**src/sv/qty_pkg.sv**
```systemverilog
// Shared types, widths and constants for the quaternion yaw unit.
// No dependencies; every other file in this folder refers to it by scoped names.
package qty_pkg;

   // Component and product widths
   localparam int COMP_W = 16;
   localparam int PROD_W = 2 * COMP_W;
   localparam int WIDE_W = PROD_W + 2;
   localparam int NORM_W = PROD_W + 1;
   localparam int THR_W = 16;
   localparam int TN_W = THR_W + NORM_W;
   localparam int CMP_W = WIDE_W + THR_W + 1;

   // CORDIC datapath; the normaliser leaves the larger magnitude in [2^39, 2^40)
   localparam int CORDIC_W = 44;
   localparam int NORM_BIT = 40;
   localparam int ITERATIONS = 16;
   localparam int ATAN_IDX_W = 5;
   localparam int SHIFT_LOG = 5;
   localparam int COARSE_STEPS = 3;
   localparam int ANGLE_W = 28;
   localparam int SCALED_W = ANGLE_W + 1;

   // Output formatting
   localparam int RAD_W = 16;
   localparam int DEG_W = 17;
   localparam int RAD_SHIFT = 12;
   localparam int DEG_SHIFT = 34;
   localparam int DEG_K_W = 23;
   localparam int DEG_PROD_W = ANGLE_W + DEG_K_W;
   localparam logic signed [ANGLE_W-1:0] PI_Q24 = 28'sd52707179;
   localparam logic signed [ANGLE_W-1:0] TWO_PI_Q24 = 28'sd105414357;
   localparam logic signed [DEG_K_W-1:0] DEG_K = 23'sd3754936;
   localparam logic [ANGLE_W-1:0] RAD_ROUND = ANGLE_W'(1) << (RAD_SHIFT - 1);
   localparam logic [DEG_PROD_W-1:0] DEG_ROUND = DEG_PROD_W'(1) << (DEG_SHIFT - 1);
   localparam logic signed [RAD_W-1:0] RAD_LIMIT = 16'sd25736;

   // Queue between front and back
   localparam int FIFO_DEPTH = 8;
   localparam int FIFO_AW = 3;
   localparam int FIFO_CW = FIFO_AW + 1;
   localparam int INFLIGHT_W = 3;

   // Register port
   localparam int CSR_ADDR_W = 3;
   localparam int CSR_DATA_W = 32;
   localparam int CSR_IDX_W = CSR_ADDR_W - 2;
   localparam logic [CSR_IDX_W-1:0] REG_GIMBAL_THRESHOLD = 1'b0;
   localparam logic [THR_W-1:0] THRESHOLD_RESET = 16'hFFFF;

   typedef enum logic [1:0] {
      BRANCH_NORMAL = 2'd0,
      BRANCH_LOW    = 2'd1,
      BRANCH_HIGH   = 2'd2
   } qty_branch_type;

   // Classified item: branch and the atan2 operands
   typedef struct packed {
      qty_branch_type             branch;
      logic                       warn;
      logic signed [WIDE_W-1:0]   at_y;
      logic signed [WIDE_W-1:0]   at_x;
   } qty_item_type;

   // Result of the back end's angle stage
   typedef struct packed {
      qty_branch_type             branch;
      logic                       warn;
      logic signed [ANGLE_W-1:0]  angle;
   } qty_angle_type;

   // atan(2^-i) in Q.24 radians
   function automatic logic signed [ANGLE_W-1:0] atan_entry(input logic [ATAN_IDX_W-1:0] idx);
      logic signed [ANGLE_W-1:0] v;
      unique case (idx)
         5'd0:  v = 28'sd13176795;
         5'd1:  v = 28'sd7778716;
         5'd2:  v = 28'sd4110060;
         5'd3:  v = 28'sd2086331;
         5'd4:  v = 28'sd1047214;
         5'd5:  v = 28'sd524117;
         5'd6:  v = 28'sd262123;
         5'd7:  v = 28'sd131069;
         5'd8:  v = 28'sd65536;
         5'd9:  v = 28'sd32768;
         5'd10: v = 28'sd16384;
         5'd11: v = 28'sd8192;
         5'd12: v = 28'sd4096;
         5'd13: v = 28'sd2048;
         5'd14: v = 28'sd1024;
         5'd15: v = 28'sd512;
         5'd16: v = 28'sd256;
         5'd17: v = 28'sd128;
         5'd18: v = 28'sd64;
         5'd19: v = 28'sd32;
         5'd20: v = 28'sd16;
         5'd21: v = 28'sd8;
         5'd22: v = 28'sd4;
         5'd23: v = 28'sd2;
         default: v = '0;
      endcase
      return v;
   endfunction

endpackage

```
**src/sv/qty_fifo.sv**
```systemverilog
// Short queue of classified items between the front and back ends.
// Depends on qty_pkg for the item type and depth.
module qty_fifo (
   input  logic                             clock,
   input  logic                             reset,
   input  logic                             push,
   input  qty_pkg::qty_item_type            push_item,
   input  logic                             pop,
   output qty_pkg::qty_item_type            pop_item,
   output logic                             not_empty,
   output logic [qty_pkg::FIFO_CW-1:0]      count
);

   qty_pkg::qty_item_type               mem_ff [qty_pkg::FIFO_DEPTH];
   logic [qty_pkg::FIFO_AW-1:0]         wr_ptr_ff, wr_ptr_in;
   logic [qty_pkg::FIFO_AW-1:0]         rd_ptr_ff, rd_ptr_in;
   logic [qty_pkg::FIFO_CW-1:0]         count_ff, count_in;

   always_comb begin
      wr_ptr_in = push ? wr_ptr_ff + 1'b1 : wr_ptr_ff;
      rd_ptr_in = pop ? rd_ptr_ff + 1'b1 : rd_ptr_ff;
      count_in = count_ff + qty_pkg::FIFO_CW'(push) - qty_pkg::FIFO_CW'(pop);
   end

   always_ff @(posedge clock) begin
      if (reset) begin
         wr_ptr_ff <= '0;
         rd_ptr_ff <= '0;
         count_ff <= '0;
      end else begin
         wr_ptr_ff <= wr_ptr_in;
         rd_ptr_ff <= rd_ptr_in;
         count_ff <= count_in;
      end
   end

   always_ff @(posedge clock) begin
      if (push) begin
         mem_ff[wr_ptr_ff] <= push_item;
      end
   end

   assign pop_item = mem_ff[rd_ptr_ff];
   assign not_empty = (count_ff != '0);
   assign count = count_ff;

`ifndef ASSERT_OFF
   a_no_overflow: assert property (@(posedge clock) disable iff (reset)
      push |-> (count_ff != qty_pkg::FIFO_CW'(qty_pkg::FIFO_DEPTH)))
      else $error("queue written while full");

   a_drain_count: assert property (@(posedge clock) disable iff (reset)
      (pop && !push) |=> (count_ff == $past(count_ff) - 1'b1))
      else $error("queue count did not drop on read");
`endif

endmodule

```
**config.mk**
```make
export PLATFORM = sky130hd
export DESIGN_NAME = qty_fifo
export DESIGN_NICKNAME = d
export VERILOG_FILES = /design/src/sv/qty_pkg.sv /design/src/sv/qty_fifo.sv
export SDC_FILE = /design/constraint.sdc
export NUM_CORES = 1
export LEC_CHECK = 0
export ABC_AREA = 1
export BUFFER_PORTS_ARGS = -buffer_cell sky130_fd_sc_hd__buf_2
export CAP_MARGIN = 15
export CORE_MARGIN = 8
export CORE_UTILIZATION = 58
export CTS_BUF_LIST = sky130_fd_sc_hd__clkbuf_8
export CTS_CLUSTER_SIZE = 24
export DETAILED_ROUTE_END_ITERATION = 12
export GPL_TIMING_DRIVEN = 1
export PLACE_DENSITY_LB_ADDON = 0.05
export SYNTH_ARGS = -nofsm -noshare
export SYNTH_HDL_FRONTEND = slang
export SYNTH_SLANG_ARGS = --single-unit
```
**constraint.sdc**
```tcl
create_clock -name clock -period 6.7 [get_ports clock]
set_input_delay 1.005 -clock clock [delete_from_list [all_inputs] [get_ports clock]]
set_output_delay 1.005 -clock clock [all_outputs]
set_load 0.01 [all_outputs]
```
==> metrics.log <==
[metrics] clock insertion delay at the later pin of the skew report: 630 ps
[metrics] number of synthesized register bits: 581
[metrics] number of port buffers: 150
[metrics] setup violators final: 0
[metrics] startpoint of the tightest hold check path: rd_ptr_ff[2]
[metrics] FF-to-FF setup slack: 3950 ps
[metrics] timing-limited maximum frequency: 207 MHz
[metrics] CTS tree: done
[metrics] vertical die dimension: 225 um
[metrics] run status: finished, final reports clean
[metrics] I/O pins: 151
[metrics] synthesis warning total: 0
[metrics] PostCTS Resize Cnt: 0
[metrics] Row Count: 76
[metrics] routed length per instance: 16.7 um
[metrics] Worst Setup Path Type: reg -> out
[metrics] average size of a mapped cell: 10.0 um^2
[metrics] Worst Setup Slack, final: 1880 ps
[metrics] Crit Reg-Reg Startpoint: wr_ptr_ff[0]
[metrics] leakage power: 0.0131 uW
[metrics] required time at the worst-slack endpoint: 5690 ps
[metrics] worst hold path depth: 2
[metrics] leading cell types in the layout, fill and taps excluded: sky130_fd_sc_hd__nand2_1 (934), sky130_fd_sc_hd__inv_1 (620), sky130_fd_sc_hd__edfxtp_1 (568), sky130_fd_sc_hd__nand3_1 (287), sky130_fd_sc_hd__buf_2 (150)
[metrics] final critical delay including setup and external delays: 4820 ps
[metrics] Post-CTS Setup Inserts: 0
[metrics] post-detailed-routing wire length: 56.1 mm
[metrics] CTS Root Cell: sky130_fd_sc_hd__clkbuf_8
[metrics] headroom to the max-slew limit: 21.8%
[metrics] number of distinct standard cells referenced by the synthesized netlist: 19
[metrics] number of fillers in the final layout: 3,452
[metrics] drt first pass iters: 6
[metrics] via count of the first global-routing pass: 16.5k
[metrics] pwr dens: 271 nW/um^2
[metrics] final setup TNS: 0 ps
[metrics] share of final-layout standard cells stronger than drive strength 1: 10.6%
[metrics] global-route wire length before repair: 88.8 mm
[metrics] drc violations: 0
[metrics] overall via count from detail_route: 16.6k
[metrics] number of H-tree levels: 3
[metrics] class of the most critical hold timing path: reg -> reg
[metrics] half-perimeter wire length after detailed placement: 29.0 mm
[metrics] number of pins exceeding their max-slew limit in the final report: 0
[metrics] Clock Path Buffers: 3
[metrics] remaining antenna violation count: 0
[metrics] maximum capacitance violations: 0
[metrics] number of clock sinks: 581
[metrics] synthesized net count: 2,617
[metrics] worst r2r path cells: 4
[metrics] die area: 50,600 um^2
[metrics] final period utilization: 72.0%
[metrics] area delta synth->final: 10.9%
[metrics] element type at the critical path start: flop
[metrics] worst voltage drop across the vdd grid: 0.182 mV
[metrics] Congestion Overflow GR: 0
[metrics] proportion of synthesized chip area in sequential cells: 68.3%
[metrics] clock transition at the registers of the reported paths: 60 ps
[metrics] CTS Buf Count: 94
[metrics] synthesized instance count: 2,534
[metrics] Post-Place Setup Slack: 2570 ps
[metrics] global-route usage over all layers: 22.4%
[metrics] count of nets after finishing: 2,776
[metrics] number of antenna violations at the first check in global routing: 7
[metrics] pin count of the biggest net entering global routing: 223
[metrics] setup repair after global routing missed its margin: false
[metrics] starting density of the core: 58.8%
[metrics] CP Capture Type: primary output
[metrics] cell area after synthesis: 25,300 um^2
[metrics] Critical Path Fanout Max: 180
[metrics] core region area: 43,100 um^2
[metrics] Horiz. Die Dim: 225 um
[metrics] hold violation total from the final report: 0
[metrics] number of vias per cell after detailed routing: 4.96
[metrics] Slew @ Worst Pin: 1170 ps
[metrics] global placer's final weighted congestion: 0.749
[metrics] capture point of the worst reg-to-reg path: mem_ff[0][12]
[metrics] number of design-rule violations left by the first detailed-router iteration: 1,200
[metrics] CTS Hold Bufs: 0
[metrics] most common cell after layout, fill and taps aside: sky130_fd_sc_hd__nand2_1
[metrics] Crit path arrival time: 3820 ps
[metrics] Clock Skew: 18.9 ps
-- registers in the layout, summed over array words and instances (netlist names), named ones only --
name,cells
wr_ptr_ff,3
rd_ptr_ff,3
count,4
mem_ff,568
-- critical path: stages (launching register included) --
cell	delay, ps
sky130_fd_sc_hd__dfxtp_4	570
sky130_fd_sc_hd__inv_8	790
sky130_fd_sc_hd__buf_4	1000
sky130_fd_sc_hd__nand2_1	100
sky130_fd_sc_hd__nand3_1	110
sky130_fd_sc_hd__nand2_1	70
sky130_fd_sc_hd__nand2_1	60
sky130_fd_sc_hd__nand2_1	110
sky130_fd_sc_hd__buf_2	160
-- how the worst max path moves through the flow --
stage                     start  slack (ps)           end
after floorplan            push        1860  mem_ff[0][0]
after global placement     flop        2620  pop_item[50]
after detailed placement   flop        2570  pop_item[50]
after CTS                  flop        1860  pop_item[50]
after global routing       flop        1570  pop_item[55]
final                      flop        1880   pop_item[8]
-- per-stage QoR --
step                      std cells  instance area, um^2  hold WS, ps  total power [uW]  util (%)
after floorplan                2534                25300          463              4750         -
after global placement         3182                26500          482              5030      61.4
after detailed placement       3182                26500          499              5050      61.4
after CTS                      3349                28100          508              7700      65.2
after global routing           3352                28100          547              7960      65.2
final                          3355                28100          508              7620      65.2
-- cell type report --
| cell class | count | area, um^2 | share of cell area [%] |
|---|---|---|---|
| clock inverter | 70 | 284 | 1.01 |
| sequential | 581 | 17300 | 61.7 |
| tap | 585 | 732 | 2.60 |
| timing repair buffer | 172 | 953 | 3.39 |
| multi-input combinational | 1258 | 5240 | 18.7 |
| antenna | 6 | 15.0 | 0.0534 |
| inverter | 586 | 2210 | 7.87 |
| clock buffer | 97 | 1340 | 4.75 |
-- cell usage after synthesis --
cell type                  instances  share of area, %
sky130_fd_sc_hd__o21ai_0           4             0.079
sky130_fd_sc_hd__inv_4             2             0.049
sky130_fd_sc_hd__buf_2            40              0.79
sky130_fd_sc_hd__ha_1              7              0.35
sky130_fd_sc_hd__buf_1            11              0.16
sky130_fd_sc_hd__a21oi_1           7              0.14
sky130_fd_sc_hd__or2_2             2             0.049
sky130_fd_sc_hd__clkbuf_1         15              0.22
sky130_fd_sc_hd__xnor2_1           1             0.035
sky130_fd_sc_hd__nand2_1         934                14
sky130_fd_sc_hd__buf_6             5              0.22
sky130_fd_sc_hd__nor2_1           15              0.22
sky130_fd_sc_hd__fa_1              1             0.079
sky130_fd_sc_hd__nand3_1         287               5.7
sky130_fd_sc_hd__edfxtp_1        568                67
sky130_fd_sc_hd__buf_4            38               1.1
sky130_fd_sc_hd__dfxtp_1          13               1.0
sky130_fd_sc_hd__inv_1           583               8.6
sky130_fd_sc_hd__inv_2             1             0.015
-- kinds of logic after synthesis --
family                     share of synthesized area [%]
adders and majority gates                          0.425
AOI/OAI and AO/OA                                  0.217
xor gates and xnor gates                          0.0346
and+or+nand+nor                                     19.8
buffers and inverters                               11.2
DFF                                                 68.3
-- where the power goes --
| part | internal (uW) | switching, uW |
|---|---|---|
| Sequential | 4080 | 44.4 |
| Clock | 1330 | 1330 |
| Combinational | 261 | 576 |
-- per-layer routing --
| metal | global-route usage, % | share of wire, % | up-vias |
|---|---|---|---|
| li1 | - | - | 8199 |
| met2 | 37.5 | 48 | 458 |
| met4 | 7.89 | 2.3 | 8 |
| met1 | 29.3 | 43 | 7859 |
| met3 | 4.12 | 6.1 | 107 |
| met5 | 0 | 0.11 | - |
Power figures use the tool's default switching activity.
