File: config.mk
export PLATFORM = sky130hd
export DESIGN_NAME = qty_finish
export DESIGN_NICKNAME = d
export VERILOG_FILES = /design/src/sv/qty_pkg.sv /design/src/sv/qty_finish.sv
export SDC_FILE = /design/constraint.sdc
export NUM_CORES = 1
export LEC_CHECK = 0
export ABC_AREA = 1
export BUFFER_PORTS_ARGS = -buffer_cell sky130_fd_sc_hd__buf_4
export CAP_MARGIN = 20
export CORE_MARGIN = 2
export CORE_UTILIZATION = 45
export CTS_CLUSTER_SIZE = 28
export DETAILED_ROUTE_END_ITERATION = 12
export PLACE_DENSITY_LB_ADDON = 0.15
export SLEW_MARGIN = 20
export SYNTH_ARGS = -nofsm -noshare
export SYNTH_HDL_FRONTEND = slang
export SYNTH_SLANG_ARGS = --single-unit
File: constraint.sdc
create_clock -name clock -period 11.1 [get_ports clock]
set_input_delay 2.22 -clock clock [delete_from_list [all_inputs] [get_ports clock]]
set_output_delay 2.22 -clock clock [all_outputs]
set_load 0.05 [all_outputs]
File: src/sv/qty_pkg.sv
// Shared types, widths and constants for the quaternion yaw unit.
// No dependencies; every other file in this folder refers to it by scoped names.
package qty_pkg;

   // Component and product widths
   localparam int COMP_W = 16;
   localparam int PROD_W = 2 * COMP_W;
   localparam int WIDE_W = PROD_W + 2;
   localparam int NORM_W = PROD_W + 1;
   localparam int THR_W = 16;
   localparam int TN_W = THR_W + NORM_W;
   localparam int CMP_W = WIDE_W + THR_W + 1;

   // CORDIC datapath; the normaliser leaves the larger magnitude in [2^39, 2^40)
   localparam int CORDIC_W = 44;
   localparam int NORM_BIT = 40;
   localparam int ITERATIONS = 16;
   localparam int ATAN_IDX_W = 5;
   localparam int SHIFT_LOG = 5;
   localparam int COARSE_STEPS = 3;
   localparam int ANGLE_W = 28;
   localparam int SCALED_W = ANGLE_W + 1;

   // Output formatting
   localparam int RAD_W = 16;
   localparam int DEG_W = 17;
   localparam int RAD_SHIFT = 12;
   localparam int DEG_SHIFT = 34;
   localparam int DEG_K_W = 23;
   localparam int DEG_PROD_W = ANGLE_W + DEG_K_W;
   localparam logic signed [ANGLE_W-1:0] PI_Q24 = 28'sd52707179;
   localparam logic signed [ANGLE_W-1:0] TWO_PI_Q24 = 28'sd105414357;
   localparam logic signed [DEG_K_W-1:0] DEG_K = 23'sd3754936;
   localparam logic [ANGLE_W-1:0] RAD_ROUND = ANGLE_W'(1) << (RAD_SHIFT - 1);
   localparam logic [DEG_PROD_W-1:0] DEG_ROUND = DEG_PROD_W'(1) << (DEG_SHIFT - 1);
   localparam logic signed [RAD_W-1:0] RAD_LIMIT = 16'sd25736;

   // Queue between front and back
   localparam int FIFO_DEPTH = 8;
   localparam int FIFO_AW = 3;
   localparam int FIFO_CW = FIFO_AW + 1;
   localparam int INFLIGHT_W = 3;

   // Register port
   localparam int CSR_ADDR_W = 3;
   localparam int CSR_DATA_W = 32;
   localparam int CSR_IDX_W = CSR_ADDR_W - 2;
   localparam logic [CSR_IDX_W-1:0] REG_GIMBAL_THRESHOLD = 1'b0;
   localparam logic [THR_W-1:0] THRESHOLD_RESET = 16'hFFFF;

   typedef enum logic [1:0] {
      BRANCH_NORMAL = 2'd0,
      BRANCH_LOW    = 2'd1,
      BRANCH_HIGH   = 2'd2
   } qty_branch_type;

   // Classified item: branch and the atan2 operands
   typedef struct packed {
      qty_branch_type             branch;
      logic                       warn;
      logic signed [WIDE_W-1:0]   at_y;
      logic signed [WIDE_W-1:0]   at_x;
   } qty_item_type;

   // Result of the back end's angle stage
   typedef struct packed {
      qty_branch_type             branch;
      logic                       warn;
      logic signed [ANGLE_W-1:0]  angle;
   } qty_angle_type;

   // atan(2^-i) in Q.24 radians
   function automatic logic signed [ANGLE_W-1:0] atan_entry(input logic [ATAN_IDX_W-1:0] idx);
      logic signed [ANGLE_W-1:0] v;
      unique case (idx)
         5'd0:  v = 28'sd13176795;
         5'd1:  v = 28'sd7778716;
         5'd2:  v = 28'sd4110060;
         5'd3:  v = 28'sd2086331;
         5'd4:  v = 28'sd1047214;
         5'd5:  v = 28'sd524117;
         5'd6:  v = 28'sd262123;
         5'd7:  v = 28'sd131069;
         5'd8:  v = 28'sd65536;
         5'd9:  v = 28'sd32768;
         5'd10: v = 28'sd16384;
         5'd11: v = 28'sd8192;
         5'd12: v = 28'sd4096;
         5'd13: v = 28'sd2048;
         5'd14: v = 28'sd1024;
         5'd15: v = 28'sd512;
         5'd16: v = 28'sd256;
         5'd17: v = 28'sd128;
         5'd18: v = 28'sd64;
         5'd19: v = 28'sd32;
         5'd20: v = 28'sd16;
         5'd21: v = 28'sd8;
         5'd22: v = 28'sd4;
         5'd23: v = 28'sd2;
         default: v = '0;
      endcase
      return v;
   endfunction

endpackage

File: src/sv/qty_finish.sv
// Back end output stages: gimbal scaling, clamp to two pi, and rounding to
// radians (Q4.12) and degrees (Q11.6). Depends on qty_pkg.
module qty_finish (
   input  logic                                 clock,
   input  logic                                 reset,
   input  logic                                 in_valid,
   input  qty_pkg::qty_angle_type               in_angle,
   output logic                                 out_valid,
   output logic signed [qty_pkg::RAD_W-1:0]     yaw_radians,
   output logic signed [qty_pkg::DEG_W-1:0]     yaw_degrees,
   output qty_pkg::qty_branch_type              branch_taken,
   output logic                                 non_yaw_warning
);

   logic signed [qty_pkg::SCALED_W-1:0]    doubled, scaled;

   logic                                   f1_valid_ff, f2_valid_ff, f3_valid_ff;
   qty_pkg::qty_branch_type                f1_branch_ff, f2_branch_ff, f3_branch_ff;
   logic                                   f1_warn_ff, f2_warn_ff, f3_warn_ff;
   logic signed [qty_pkg::ANGLE_W-1:0]     f1_yaw_ff, f1_yaw_in;
   logic signed [qty_pkg::DEG_PROD_W-1:0]  f2_prod_ff, f2_prod_in;
   logic signed [qty_pkg::RAD_W-1:0]       f2_rad_ff, f2_rad_in, f3_rad_ff;
   logic signed [qty_pkg::DEG_W-1:0]       f3_deg_ff, f3_deg_in;
   logic signed [qty_pkg::ANGLE_W-1:0]     rad_sum;
   logic signed [qty_pkg::DEG_PROD_W-1:0]  deg_sum;

   always_comb begin
      doubled = qty_pkg::SCALED_W'(in_angle.angle) <<< 1;
      unique case (in_angle.branch)
         qty_pkg::BRANCH_NORMAL: scaled = qty_pkg::SCALED_W'(in_angle.angle);
         qty_pkg::BRANCH_LOW:    scaled = -doubled;
         qty_pkg::BRANCH_HIGH:   scaled = doubled;
         default:                scaled = qty_pkg::SCALED_W'(in_angle.angle);
      endcase
      priority if (scaled > qty_pkg::SCALED_W'(qty_pkg::TWO_PI_Q24)) begin
         f1_yaw_in = qty_pkg::TWO_PI_Q24;
      end else if (scaled < -qty_pkg::SCALED_W'(qty_pkg::TWO_PI_Q24)) begin
         f1_yaw_in = -qty_pkg::TWO_PI_Q24;
      end else begin
         f1_yaw_in = qty_pkg::ANGLE_W'(scaled);
      end
   end

   // Round half up on both outputs
   always_comb begin
      rad_sum = f1_yaw_ff + signed'(qty_pkg::RAD_ROUND);
      f2_rad_in = qty_pkg::RAD_W'(rad_sum >>> qty_pkg::RAD_SHIFT);
      f2_prod_in = qty_pkg::DEG_PROD_W'(f1_yaw_ff) * qty_pkg::DEG_PROD_W'(qty_pkg::DEG_K);
      deg_sum = f2_prod_ff + signed'(qty_pkg::DEG_ROUND);
      f3_deg_in = qty_pkg::DEG_W'(deg_sum >>> qty_pkg::DEG_SHIFT);
   end

   always_ff @(posedge clock) begin
      if (reset) begin
         f1_valid_ff <= 1'b0;
         f2_valid_ff <= 1'b0;
         f3_valid_ff <= 1'b0;
      end else begin
         f1_valid_ff <= in_valid;
         f2_valid_ff <= f1_valid_ff;
         f3_valid_ff <= f2_valid_ff;
      end
   end

   always_ff @(posedge clock) begin
      f1_branch_ff <= in_angle.branch;
      f1_warn_ff <= in_angle.warn;
      f1_yaw_ff <= f1_yaw_in;
      f2_branch_ff <= f1_branch_ff;
      f2_warn_ff <= f1_warn_ff;
      f2_prod_ff <= f2_prod_in;
      f2_rad_ff <= f2_rad_in;
      f3_branch_ff <= f2_branch_ff;
      f3_warn_ff <= f2_warn_ff;
      f3_rad_ff <= f2_rad_ff;
      f3_deg_ff <= f3_deg_in;
   end

   assign out_valid = f3_valid_ff;
   assign yaw_radians = f3_rad_ff;
   assign yaw_degrees = f3_deg_ff;
   assign branch_taken = f3_branch_ff;
   assign non_yaw_warning = f3_warn_ff;

`ifndef ASSERT_OFF
   a_rad_clamped: assert property (@(posedge clock) disable iff (reset)
      f3_valid_ff |-> ((f3_rad_ff <= qty_pkg::RAD_LIMIT) && (f3_rad_ff >= -qty_pkg::RAD_LIMIT)))
      else $error("yaw in radians beyond two pi");
`endif

endmodule

==> flow_summary_export.csv, run 1 <==
group,metric,value,unit
status,status,"finished, final reports clean",
setup_path,critical_path_arrival,6.62,ns
clock_tree,cts_root_buf,"clkbuf_16",
placement,io_buffer_count,70,
synth,yosys_warnings,0,
global_route,gr-usage-all-layers,0.241,
sta,max-slew-margin-rel,0.396,
setup_path,crit_type,"register to register",
global_route,grt_pass1_wl,71800,µm
route,viasPerCell,4.87,
setup_path,cp_max_fo,9,
clock_tree,path_clk_slew,0.09,ns
synth,synthTopCellsByArea,"fa_1 (31%), ha_1 (17%), dfxtp_1 (13%)",
job,maxCapViolCount,0,
sta,slew_viol_final,0,
global_route,antenna_found_initial,0,
synth,ys_ff_latch,107,
clock_tree,cts_max_level,3,
hold_path,hold_class,"register to register",
sta,final-setup-viol-count,0,
final_layout,nets,2663,
clock_tree,cts_sinks,107,
sta,clock_skew,0.0129,ns
synth,synth.most_common_cell,"inv_1",
synth,synthFlopType,"dfxtp_1",
placement,gp_congestion,0.988,
final_layout,fill_cells,3661,
global_route,grt_pass1_vias,13566,
synth,synth_nets,2597,
floorplan,die_y,198,µm
route,drc,0,
setup_path,cp_top_family,"adder cells",
route,postRouteAntennaNets,0,
setup_path,cp-start-kind,"register",
route,first_pass_iters,5,
route,routedWlPerCell,16.5,µm
sta,hold_violations,0,
setup_path,cp.required,11.43,ns
sta,fmax,159,MHz
floorplan,dieArea,39400,µm²
floorplan,rows,71,
synth,avgSynthCellArea,8.21,µm²
sta,fin_crit_sh,0.567,
synth,synth_edf_count,0,
synth,netlist_top_cells_count,"inv_1 (533), nand2_1 (318), fa_1 (260)",
synth,async_flop_share,0,
clock_tree,hold_buffers,0,
final_layout,diodes,0,
placement,placement.setup.worst_slack,4.87,ns
synth,seq_area_frac_synth,0.126,
setup_path,crit_slowest_cell,"fa_1",
clock_tree,post_cts_buffers,0,
synth,yosysTopAreaCellShare,0.306,
sta,worst_pin_slew,0.906,ns
setup_path,worstPathCellList,"inv_1 > ha_1 > fa_1 > inv_1 > fa_1 > inv_1 > fa_1 > inv_1 > fa_1 > fa_1 > inv_1 > fa_1 > inv_1 > ha_1 > nand2_1 > nor2_1 > inv_1 > nor2_1 > inv_1 > nor4_1 > nand3_1 > nand3_1 > xor2_1",
clock_tree,cts_made_buffers,9,
floorplan,coreArea,37400,µm²
final_layout,area_growth,8.27,%
sta,tns,0,ns
setup_path,path_common_cell,"inv_1",
setup_path,critical_path.max_stage_delay,0.55,ns
synth,synth.largest_area_cell,"fa_1",
setup_path,crit_buf_inv,8,
sta,timing.final.crit_period,6.29,ns
floorplan,fp.dieW,198,µm
floorplan,initial_utilization,0.455,
placement,dp_hpwl,38300,µm
floorplan,io_pins,71,
synth,synth_cell_types,53,
final_layout,final_layout_size_suffix_gt1_frac,0.0639,
sta,rsz0062_at_grt,"no",
route,drtIter0Drc,636,
synth,syn-cell-area,17000,µm²
setup_path,worst_setup_path_end_kind,"register",
route,vias,12923,
clock_tree,cts_resized,0,
clock_tree,cts_tree,"built",
synth,syn_inst,2072,
global_route,overflow,0,
sta,timing.final.ws_setup,4.81,ns
global_route,grt_max_degree,39,
clock_tree,clk_path_buf_depth,2,
clock_tree,clock_latency,0.40,ns
route,wirelength,43900,µm
-- registers in the layout (all words and copies together) (netlist names), 2 cells and up --
name,flops
branch_taken,2
f1_branch_ff,2
f1_yaw_ff,28
f2_branch_ff,2
f2_prod_ff,18
f2_rad_ff,16
yaw_degrees,17
yaw_radians,16
-- metal layers --
layer / vias up / part of all wire / GRT usage
met3: 51 / 0.046 / 0.0348
met1: 6119 / 0.47 / 0.328
met4: 0 / 0.024 / 0.0718
li1: 6469 / - / -
met2: 284 / 0.46 / 0.397
met5: - / 0 / 0
-- worst reg2reg max path: stages, from the launching register on --
cell     delay [ns]
dfxtp_1        0.51
inv_1          0.29
ha_1           0.43
fa_1           0.55
inv_1          0.05
fa_1           0.49
inv_1          0.05
fa_1           0.49
inv_1          0.05
fa_1           0.46
fa_1           0.54
inv_1          0.05
fa_1           0.50
inv_1          0.04
ha_1           0.37
nand2_1        0.10
nor2_1         0.10
inv_1          0.07
nor2_1         0.13
inv_1          0.06
nor4_1         0.38
nand3_1        0.14
nand3_1        0.18
xor2_1         0.17
-- cell usage in the layout (no fill, tap or decap), types with 5 or more instances in the layout --
master / Yosys / layout
inv_1: 533 / 532
nand2_1: 318 / 318
fa_1: 260 / 260
ha_1: 231 / 231
nor2_1: 136 / 136
a21oi_1: 111 / 111
dfxtp_1: 107 / 106
nand3_1: 81 / 81
buf_4: 3 / 73
xor2_1: 71 / 71
o21ai_0: 53 / 53
nand4_1: 19 / 19
xnor2_1: 15 / 15
nor2_2: 12 / 12
a31oi_1: 10 / 10
or2_2: 9 / 9
nor3_1: 9 / 9
nand2_2: 9 / 9
clkbuf_16: 0 / 9
a21o_1: 8 / 8
o21a_1: 5 / 5
nand3b_1: 5 / 5
-- worst paths after layout --
path / to / slack (ns) / startpoint / cells after the start
worst max-delay path: f2_prod_ff[38] / 4.81 / f1_yaw_ff[26] / 23
worst min-delay path: yaw_radians[2] / 0.33 / f2_rad_ff[2] / 0
worst max register to register: f2_prod_ff[38] / 4.81 / f1_yaw_ff[26] / 23
worst min register to register: yaw_radians[2] / 0.33 / f2_rad_ff[2] / 0
-- kinds of logic (layout without fill, tap and decap cells) --
logic type,Yosys count,count (layout),synth area share
xor gates and xnor gates,86,86,0.0443
AOI/OAI and AO/OA,218,218,0.0718
and+or+nand+nor,614,614,0.156
buffers and inverters,556,627,0.126
DFF,107,107,0.126
adders and majority gates,491,491,0.476
-- cell type report --
class,instances,area (µm²),share of cell area
inverter,537,2020,0.109
sequential,107,2140,0.116
clock buffer,9,225,0.0122
multi-input combinational,1409,12700,0.691
tap,511,639,0.0347
timing repair buffer,74,563,0.0306
clock inverter,7,100,0.00544
-- stage by stage --
stage,utilization,hold WS [ns],area [µm²],std cells
2_1_floorplan,-,0.310,17000,2072
3_3_place_gp,0.483,0.310,18100,2637
6_report,0.492,0.328,18400,2654
5_1_grt,0.492,0.334,18400,2654
3_5_place_dp,0.483,0.312,18100,2637
4_1_cts,0.492,0.330,18400,2653
Power of run 1 is not shown: default switching activity piles up to over one toggle a cycle in this logic, so the estimate is an artifact.
==> run 2, diff against run 1 <==
Clock period 11.1 ns to 6.6 ns, I/O delays scaled along.
==> run 2 against run 1 <==
Effect of this change: routed wire length fell by 0.41%; maximum frequency barely moved; clock-buffer cell count did not move; die area did not move; non-clock buffer count rose by 7.
==> flow_summary_export.csv, run 2 (synthesis results as in run 1) <==
group,metric,value,unit
setup_path,cp.required,6.93,ns
sta,final-setup-viol-count,0,
route,routedWlPerCell,16.4,µm
final_layout,layout_commonest_cell,"inv_1",
clock_tree,clock_latency,0.40,ns
route,wirelength,43700,µm
clock_tree,cts_resized,0,
route,top_layer_used,"met4",
clock_tree,cts_root_buf,"clkbuf_16",
placement,io_buffer_count,70,
global_route,grt_pass1_vias,13431,
route,drtIter0Drc,528,
final_layout,area_growth,8.61,%
global_route,gr-usage-all-layers,0.241,
hold_path,holdPathStages,0,
final_layout,nets,2670,
sta,tns,0,ns
setup_path,r2r_end,"f2_prod_ff[44]",
sta,slew_viol_final,0,
setup_path,worst_setup_path_end_kind,"register",
final_layout,final_cells,2661,
sta,max-slew-margin-rel,0.395,
route,met2_length,20600,µm
clock_tree,cts_sinks,107,
clock_tree,cts_made_buffers,9,
route,drc,0,
sta,hold_slack,0.329,ns
hold_path,whs_endpoint,"branch_taken[1]",
route,m1WireLength,21000,µm
floorplan,dieArea,39400,µm²
floorplan,fp.dieW,198,µm
final_layout,top_register,"f1_yaw_ff",
route,viasPerCell,4.85,
clock_tree,clk_path_buf_depth,2,
route,vias,12901,
placement,dp_hpwl,38500,µm
final_layout,final_layout_size_suffix_gt1_frac,0.0684,
route,postRouteAntennaNets,0,
route,first_pass_iters,5,
clock_tree,hold_buffers,0,
placement,placement.setup.worst_slack,0.312,ns
setup_path,worstReg2RegStart,"f1_yaw_ff[15]",
sta,timing.final.crit_period,6.29,ns
setup_path,crit_type,"register to register",
setup_path,cp_max_fo,7,
clock_tree,path_clk_slew,0.08,ns
floorplan,die_y,198,µm
global_route,antenna_found_initial,0,
placement,gp_congestion,0.929,
final_layout,diodes,0,
floorplan,io_pins,71,
sta,worst_pin_slew,0.907,ns
final_layout,largest_reg_flops,28,
setup_path,r2r_slack,0.31,ns
setup_path,critical_path_arrival,6.62,ns
sta,fin_crit_sh,0.954,
sta,rsz0062_at_grt,"no",
clock_tree,cts_max_level,3,
final_layout,layout_common_cells,"inv_1 (532), nand2_1 (318), fa_1 (260)",
setup_path,r2r_cells,19,
sta,timing.final.ws_setup,0.306,ns
floorplan,initial_utilization,0.455,
job,maxCapViolCount,0,
setup_path,cp-start-kind,"register",
sta,fmax,159,MHz
clock_tree,post_cts_buffers,0,
global_route,grt_pass1_wl,72200,µm
clock_tree,cts_tree,"built",
global_route,grt_max_degree,39,
status,status,"finished, final reports clean",
hold_path,worstHoldStart,"f2_branch_ff[1]",
route,met3WireLength,1260,µm
sta,hold_violations,0,
sta,clock_skew,0.0127,ns
floorplan,coreArea,37400,µm²
global_route,overflow,0,
floorplan,rows,71,
placement,dp.cells,2645,
hold_path,hold_class,"register to register",
run 2: how the worst max path moves through the flow:
stage                  startpoint        endpoint  slack, ns  cells after the start
finish              f1_yaw_ff[15]  f2_prod_ff[44]       0.31                     19
detailed placement  f1_yaw_ff[14]  f2_prod_ff[48]       0.31                     20
floorplan           f1_yaw_ff[27]  f2_prod_ff[50]       0.12                     23
CTS                 f1_yaw_ff[14]  f2_prod_ff[38]       0.25                     21
global route        f1_yaw_ff[15]  f2_prod_ff[48]       0.03                     20
global placement    f1_yaw_ff[14]  f2_prod_ff[38]       0.32                     21
run 2: layout make-up:
type | instances | area, µm²
sequential | 107 | 2140
inverter | 537 | 2020
multi-input combinational | 1409 | 12700
fill | 3697 | 18900
clock inverter | 7 | 103
timing repair buffer | 81 | 608
clock buffer | 9 | 225
tap | 511 | 639
run 2: worst max-delay path, stage by stage (launching register included):
cell,delay (ns)
dfxtp_1,0.54
ha_1,0.35
fa_1,0.54
fa_1,0.58
inv_1,0.07
fa_1,0.53
inv_1,0.06
fa_1,0.50
fa_1,0.62
inv_1,0.09
fa_1,0.51
inv_1,0.04
ha_1,0.36
a21oi_1,0.22
o21a_1,0.19
o221ai_1,0.15
a21oi_1,0.21
nand3_1,0.24
a21oi_1,0.26
xnor2_1,0.14
run 2: stage by stage:
stage | area, µm² | utilization
after floorplan | 17000 | -
after global placement | 18100 | 0.485
after detailed placement | 18100 | 0.485
after CTS | 18500 | 0.494
after global routing | 18500 | 0.494
final | 18500 | 0.494
run 2: metal layers:
metal / vias up / GRT usage
met5: - / 0
met4: 0 / 0.0618
met2: 200 / 0.401
met1: 6180 / 0.332
met3: 40 / 0.0322
li1: 6481 / -
Power of run 2 is left out for the same reason.
